===== src/b64pd_pkg.sv =====
// Shared types, status codes and character lookup functions for the
// base64 decoder with percent unescaping. No dependencies.

package b64pd_pkg;

  typedef enum logic [1:0] {
    ST_OK         = 2'd0,
    ST_BAD_CHAR   = 2'd1,
    ST_BAD_HEX    = 2'd2,
    ST_UNFINISHED = 2'd3
  } status_t;

  typedef enum logic [1:0] {
    ESC_NONE = 2'd0,
    ESC_HIGH = 2'd1,
    ESC_LOW  = 2'd2
  } esc_phase_t;

  localparam logic [7:0] CHAR_PAD     = 8'h3d;
  localparam logic [7:0] CHAR_PERCENT = 8'h25;

  typedef struct packed {
    logic [5:0] bit_buffer;
    logic [2:0] bit_count;
    esc_phase_t escape_phase;
    logic [3:0] high_nibble;
    logic       pad_seen;
    status_t    err_status;
  } dec_state_t;

  localparam dec_state_t STATE_RESET = '{
    bit_buffer:   6'd0,
    bit_count:    3'd0,
    escape_phase: ESC_NONE,
    high_nibble:  4'd0,
    pad_seen:     1'b0,
    err_status:   ST_OK
  };

  typedef struct packed {
    logic [7:0] out_byte;
    logic       byte_valid;
    logic       end_of_text;
    status_t    status;
  } dec_result_t;

  typedef struct packed {
    logic       ok;
    logic [5:0] value;
  } digit_t;

  typedef struct packed {
    logic       ok;
    logic [3:0] value;
  } nibble_t;

  function automatic digit_t b64_digit(input logic [7:0] c);
    digit_t d;
    d = '{ok: 1'b1, value: 6'd0};
    if (c inside {[8'h41:8'h5a]}) begin
      d.value = 6'(c - 8'h41);
    end else if (c inside {[8'h61:8'h7a]}) begin
      d.value = 6'(c - 8'h47);
    end else if (c inside {[8'h30:8'h39]}) begin
      d.value = 6'(c + 8'h04);
    end else if (c == 8'h2b) begin
      d.value = 6'd62;
    end else if (c == 8'h2f) begin
      d.value = 6'd63;
    end else begin
      d.ok = 1'b0;
    end
    return d;
  endfunction

  function automatic nibble_t hex_value(input logic [7:0] c);
    nibble_t n;
    n = '{ok: 1'b1, value: 4'd0};
    if (c inside {[8'h30:8'h39]}) begin
      n.value = 4'(c - 8'h30);
    end else if (c inside {[8'h61:8'h66]}) begin
      n.value = 4'(c - 8'h57);
    end else if (c inside {[8'h41:8'h46]}) begin
      n.value = 4'(c - 8'h37);
    end else begin
      n.ok = 1'b0;
    end
    return n;
  endfunction

endpackage


===== src/b64pd_step.sv =====
// Next-state and result logic for one input character: base64 digit packing
// followed by the percent-unescape stage. Depends on b64pd_pkg.

module b64pd_step (
  input  b64pd_pkg::dec_state_t  state_i,
  input  logic [7:0]             char_code,
  input  logic                   last_char,
  output b64pd_pkg::dec_state_t  state_o,
  output b64pd_pkg::dec_result_t result_o
);

  b64pd_pkg::digit_t   dig;
  b64pd_pkg::nibble_t  hex;
  b64pd_pkg::dec_state_t nxt;
  logic [7:0]          packed_byte;
  logic                have_byte;
  logic                valid;
  logic [7:0]          byte_out;

  always_comb begin
    dig         = b64pd_pkg::b64_digit(char_code);
    nxt         = state_i;
    packed_byte = 8'd0;
    have_byte   = 1'b0;
    valid       = 1'b0;
    byte_out    = 8'd0;

    if (state_i.err_status == b64pd_pkg::ST_OK && !state_i.pad_seen) begin
      if (char_code == b64pd_pkg::CHAR_PAD) begin
        nxt.pad_seen = 1'b1;
      end else if (!dig.ok) begin
        nxt.err_status = b64pd_pkg::ST_BAD_CHAR;
      end else begin
        case (state_i.bit_count)
          3'd2: begin
            packed_byte   = {state_i.bit_buffer[1:0], dig.value};
            have_byte     = 1'b1;
            nxt.bit_buffer = 6'd0;
            nxt.bit_count  = 3'd0;
          end
          3'd4: begin
            packed_byte   = {state_i.bit_buffer[3:0], dig.value[5:2]};
            have_byte     = 1'b1;
            nxt.bit_buffer = {4'd0, dig.value[1:0]};
            nxt.bit_count  = 3'd2;
          end
          3'd6: begin
            packed_byte   = {state_i.bit_buffer[5:0], dig.value[5:4]};
            have_byte     = 1'b1;
            nxt.bit_buffer = {2'd0, dig.value[3:0]};
            nxt.bit_count  = 3'd4;
          end
          default: begin
            nxt.bit_buffer = dig.value;
            nxt.bit_count  = 3'(state_i.bit_count + 3'd6);
          end
        endcase
      end
    end

    hex = b64pd_pkg::hex_value(packed_byte);

    if (have_byte) begin
      case (state_i.escape_phase)
        b64pd_pkg::ESC_NONE: begin
          if (packed_byte == b64pd_pkg::CHAR_PERCENT) begin
            nxt.escape_phase = b64pd_pkg::ESC_HIGH;
          end else begin
            byte_out = packed_byte;
            valid    = 1'b1;
          end
        end
        b64pd_pkg::ESC_HIGH: begin
          if (!hex.ok) begin
            nxt.err_status = b64pd_pkg::ST_BAD_HEX;
          end else begin
            nxt.high_nibble  = hex.value;
            nxt.escape_phase = b64pd_pkg::ESC_LOW;
          end
        end
        default: begin
          if (!hex.ok) begin
            nxt.err_status = b64pd_pkg::ST_BAD_HEX;
          end else begin
            byte_out         = {state_i.high_nibble, hex.value};
            valid            = 1'b1;
            nxt.escape_phase = b64pd_pkg::ESC_NONE;
          end
        end
      endcase
    end

    if (last_char && nxt.err_status == b64pd_pkg::ST_OK &&
        nxt.escape_phase != b64pd_pkg::ESC_NONE) begin
      nxt.err_status = b64pd_pkg::ST_UNFINISHED;
    end

    result_o.out_byte    = byte_out;
    result_o.byte_valid  = valid;
    result_o.end_of_text = last_char;
    result_o.status      = nxt.err_status;

    state_o = last_char ? b64pd_pkg::STATE_RESET : nxt;
  end

endmodule


===== src/base64_percent_decoder_unit.sv =====
// An accepted input word's result word is registered and shown on the output in the next cycle.
// Throughput: one word per cycle; a new word is taken whenever the output
// register is empty or its word is taken in the same cycle.
// Reset: synchronous active-low rst_n clears the decoder state and empties the
// output register. Depends on b64pd_pkg and b64pd_step.

module base64_percent_decoder_unit (
  input  logic       clk,
  input  logic       rst_n,
  input  logic       in_tvalid,
  output logic       in_tready,
  input  logic [7:0] in_tdata,   // [7:0] char_code
  input  logic       in_tlast,   // last_char
  output logic       out_tvalid,
  input  logic       out_tready,
  output logic [7:0] out_tdata,  // [7:0] out_byte
  output logic [2:0] out_tuser,  // [0] byte_valid, [2:1] status
  output logic       out_tlast   // end_of_text
);

  b64pd_pkg::dec_state_t  state_r;
  b64pd_pkg::dec_state_t  state_nxt;
  b64pd_pkg::dec_result_t step_res;
  b64pd_pkg::dec_result_t res_r;
  logic                   out_valid_r;
  logic                   accept;

  b64pd_step u_step (
    .state_i   (state_r),
    .char_code (in_tdata),
    .last_char (in_tlast),
    .state_o   (state_nxt),
    .result_o  (step_res)
  );

  assign in_tready = !out_valid_r || out_tready;
  assign accept    = in_tvalid && in_tready;

  always_ff @(posedge clk) begin
    if (!rst_n) begin
      state_r     <= b64pd_pkg::STATE_RESET;
      out_valid_r <= 1'b0;
    end else begin
      if (accept) begin
        state_r <= state_nxt;
      end
      if (in_tready) begin
        out_valid_r <= in_tvalid;
      end
    end
  end

  always_ff @(posedge clk) begin
    if (accept) begin
      res_r <= step_res;
    end
  end

  assign out_tvalid = out_valid_r;
  assign out_tdata  = res_r.out_byte;
  assign out_tuser  = {res_r.status, res_r.byte_valid};
  assign out_tlast  = res_r.end_of_text;

endmodule


===== config.mk =====
export PLATFORM = sky130hd
export DESIGN_NAME = base64_percent_decoder_unit
export DESIGN_NICKNAME = d
export VERILOG_FILES = /design/src/b64pd_pkg.sv /design/src/b64pd_step.sv /design/src/base64_percent_decoder_unit.sv
export SDC_FILE = /design/constraint.sdc
export NUM_CORES = 1
export LEC_CHECK = 0
export BUFFER_PORTS_ARGS = -buffer_cell sky130_fd_sc_hd__clkbuf_2
export CAP_MARGIN = 0
export CORE_MARGIN = 5
export CORE_UTILIZATION = 50
export DETAILED_ROUTE_END_ITERATION = 6
export PLACE_DENSITY_LB_ADDON = 0.08
export SLEW_MARGIN = 20
export SYNTH_ARGS = -nofsm -noshare
export SYNTH_HDL_FRONTEND = slang
export SYNTH_SLANG_ARGS = --single-unit

===== constraint.sdc =====
create_clock -name clk -period 3.9 [get_ports clk]
set_input_delay 0.195 -clock clk [delete_from_list [all_inputs] [get_ports clk]]
set_output_delay 0.195 -clock clk [all_outputs]
set_load 0.02 [all_outputs]

# == Word-level counts from Yosys, hierarchy flattened ==
# Index checks and enable logic that the tools add are counted.
# W data, S select, Z words.
# totals
mem_bits_rw,0
wordCells,115
n_memories,0
inputBits,13
register_bits,31
latchBits,0
romBits,0
# op_classes
n_mul,0
n_addsub,7
reduce_logical,27
n_mux,49
n_div,0
magnitude_cmp,12
shift,0
n_eq_ne,9
bitwise,0
# op_table
cell,n
$mux W6,7
$mux W8,5
$eq A8 B6 Y1 const B,4
$ge A8 B7 Y1 const B,4
$le A8 B7 Y1 const B,4
$mux W9,3
$pmux W9 S3,1
$pmux W8 S3,1
$mux W18,1
$ge A8 B6 Y1 const B,2
$le A8 B6 Y1 const B,2
$mux W2,8
$mux W4,4
$pmux W8 S2,1
$mux W1,15
$reduce_bool A2 Y1,7
$logic_and A1 B1 Y1,10
$reduce_and A4 Y1,2
$sub A4 B3 Y4 const B,2
$add A6 B3 Y6 const B,1
$eq A3 B3 Y1 const B,2
$logic_not A2 Y1,3
$sub A6 B1 Y6 const B,1
$sub A6 B3 Y6 const B,1
other kinds (12),13

# == Depth between registers and ports, before layout ==
# logic_depth
word_depth,23
ltp_mapped,19

# == Cells and area by module ==
# Synthesis repeated with hierarchy kept, for this count alone.
# hier_totals
hier_cells,366
hier_area_um2,2892.8
# by_module_without_submodules
module,instances,area_each_um2,seq_area_each_um2,cells_per_inst
b64pd_step,1,1745.4,0.0,271
base64_percent_decoder_unit,1,1147.4,740.7,95

# == Least setup slack after synthesis ==
# OpenSTA, ideal clock, no wires.
# synth_path
path_type,in2reg
start,input port in_tdata[2]
end,"register res_r (netlist bit out_tuser[1]), data pin"
path_stages,17
setup_slack_ns,-0.184
setup_ns,0.180
t_required_ns,3.720
t_arrival_ns,3.904
path_cell_list,buf_2 > inv_1 > ha_1 > a21o_2 > a311o_1 > a211oi_1 > a31oi_2 > a221o_2 > and2_1 > inv_1 > ha_1 > o21ai_0 > or3_1 > a311o_1 > nand3_2 > mux2_1 > o41ai_2
# synth_lines
element,line_no,rtl
"start, declared",base64_percent_decoder_unit.sv:12,"input logic [7:0] in_tdata,"
"end signal, assigned",base64_percent_decoder_unit.sv:55,res_r <= step_res;
"end, declared",base64_percent_decoder_unit.sv:24,b64pd_pkg::dec_result_t res_r;

==> key figures <==
Run status
  – Status: finished clean

Critical path
  – CP Data Required Time: 4010 ps
  – Worst r2r dst: out_tuser[1]
  – Critical Path Sink: out_tuser[1]
  – Cells on worst reg2reg path: 13
  – Register-to-register path setup slack: 680 ps
  – RR Startpoint: state_r[10]
  – CP Capture Type: register
  – Setup crit start kind: primary input
  – Arrival time at the worst endpoint: 3680 ps
  – Crit. Startpoint: in_tdata[2]
  – Kind of critical path: primary input to register
  – CP Max Fanout: 6

Floorplan
  – Io pins: 27
  – Starting density of the core: 51.1%
  – Core footprint: 0.00504 mm^2
  – Die footprint: 0.00669 mm^2
  – DIE WIDTH: 81.8 um
  – Die H: 81.8 um
  – Cell row count: 26

STA
  – Final hold violation count: 0
  – Final setup violation count: 0
  – Max Slew Vio Count: 0
  – Tcrit/Tclk final: 91.5%
  – Worst slew pin tran: 654 ps
  – Unrepaired setup endpoints after global routing: no
  – Setup ws final: 332 ps
  – Setup TNS Final: 0 ps
  – Clock Skews: 6.91 ps
  – Final hold slack: 150 ps
  – Min Tclk post-route: 3570 ps
  – Max Freq: 0.280 GHz
  – Slew margin rel.: 56.1%

Final layout
  – Most frequent cells in the layout: clkbuf_2 (26), nor2_1 (24), buf_4 (24), nand2_1 (23), inv_1 (23)
  – Antenna Diode Count: 0
  – FF+latch area: 721 um^2
  – Nets@finish: 376
  – # fillers: 478
  – P&R area growth vs syn: 17.6%
  – Final Core Density: 60.1%
  – Final non-filler cell total: 417
  – Share of cells above drive strength 1: 25.1%
  – Leading cell type in the layout, fill and taps excluded: clkbuf_2
  – Multi-input gate area: 0.00171 mm^2
  – Finished Cell Area: 0.00303 mm^2

Placed design
  – Dpl cells: 409
  – Number of port buffers: 26
  – Dpl ws: 53.6 ps
  – HPWL Detailed: 5290 um
  – Post-DP Area: 0.00292 mm^2
  – RePlAce Congestion: 0.875

Routing
  – First drt pass iteration count: 6
  – Initial detailed-routing violation count: 146
  – Vias/cell: 5.93
  – # DRC: 0
  – WL per Instance: 15.8 um
  – Total routed wirelength: 6580 um
  – ANT nets after route: 0
  – Vias: 2471

Global routing
  – Grt ovf: 0
  – Pin count of the biggest net entering global routing: 16
  – First-pass GRT wire length: 10800 um
  – Vias in the first global route: 2306
  – All-Layer GR Usage: 20.8%
  – Initial antenna violation count: 0

Pwr
  – Pwr Total: 791 uW
  – Leakage: 1.17 nW
  – Worst IR Drop VDD: 0.124 mV
  – Power per cell area: 261 mW/mm^2

Yosys
  – Mapped Area: 0.00257 mm^2
  – Post-synth EDFFs: 12
  – Synth Warn #: 0
  – Cells after synthesis: 301
  – Syn Nets: 331
  – Register bit count reported by yosys: 30
  – Post-synthesis sequential area ratio: 28.0%
  – Primary FF master, synth: dfxtp_1
  – Synth async-reset ratio: 0%
  – Synth cell types: 76
  – Syn avg cell area: 8.55 um^2

Run
  – Max_cap viols: 0

Clock tree
  – Setup bufs post-CTS: 0
  – Skew-Pair Late Insertion Delay: 290 ps
  – CTS root buf: clkbuf_8
  – Cts bufs inserted: 5
  – Clock-pin slew on the worst setup and hold paths: 70 ps
  – CTS tree: built
  – # H-tree levels: 2
  – Post-cts hold buffer count: 0
  – Clock Tree Buf Depth: 2
  – Clock Sinks: 30
  – PostCTS Resize Cnt: 0

Worst hold path
  – Worst min-delay path class: primary input to register
[Yosys cell counts (5+ instances only)]
library cell  instances  area share [%]
o21ai_0               6             1.2
nand3_1               7             1.4
o22ai_1               5             1.2
edfxtp_1             12              14
nand2_1              23             3.4
inv_1                23             3.4
nand4_1              11             2.7
nor2_1               24             3.5
a21oi_1              20             3.9
ha_1                 17             8.3
a31oi_1               5             1.2
dfxtp_1              18              14
nand2b_1              5             1.2
nor3_1               12             2.3
clkbuf_1              6            0.87
[critical path, cell delays in order]
cell and delay (ps):
clkbuf_2 120, inv_1 80, ha_2 230, a21o_2 260
a311o_1 320, a211oi_2 280, a31oi_2 60, a221o_2 350
and2_1 190, inv_1 80, ha_1 170, buf_4 120
inv_1 30, a31oi_1 260, o2111ai_2 240, nand3_2 160
mux2_1 340, o41ai_2 190
[logic make-up after synthesis]
logic type | Yosys count | share of synthesized area [%]
mux | 5 | 1.99
simple gates | 119 | 26.6
buf+inv | 35 | 5.83
flops | 30 | 28.0
compound gates | 88 | 26.9
fa+ha+maj | 17 | 8.26
xor+xnor | 7 | 2.38
[sequential cells by signal, summed over array words and instances (netlist names)]
signal / cells
out_tuser: 3
out_tlast: 1
state_r: 17
out_tvalid: 1
out_tdata: 8
[final cells by class]
class	instances	share of cell area (%)
inverter	23	2.85
sequential	30	23.8
timing repair buffer	50	10.2
clock buffer	8	3.68
multi-input combinational	236	56.5
tap	70	2.89
[per-layer routing]
layer  GRT usage, %  part of all wire, %  vias to the layer above
met3           3.51                  5.1                       17
met2           38.3                   50                       87
li1               -                    -                     1234
met5              0                    0                        -
met4           6.64                  1.9                        0
met1           24.4                   43                     1133
[worst min path at each step]
| stage | start | end | slack (ps) | depth (start not counted) |
|---|---|---|---|---|
| 2_1_floorplan | in_tlast | out_tlast | 290 | 0 |
| 3_3_place_gp | in_tvalid | out_tvalid | 430 | 3 |
| 3_5_place_dp | in_tvalid | out_tvalid | 450 | 3 |
| 4_1_cts | in_tvalid | out_tvalid | 140 | 3 |
| 5_1_grt | in_tvalid | out_tvalid | 170 | 3 |
| 6_report | in_tvalid | out_tvalid | 150 | 3 |
[where the power goes]
part / switching (mW) / internal, mW
clock: 0.116 / 0.182
combinational: 0.0954 / 0.0573
sequential: 0.00406 / 0.336
total: 0.216 / 0.575
Note: power is estimated with default switching activity, not from simulation.
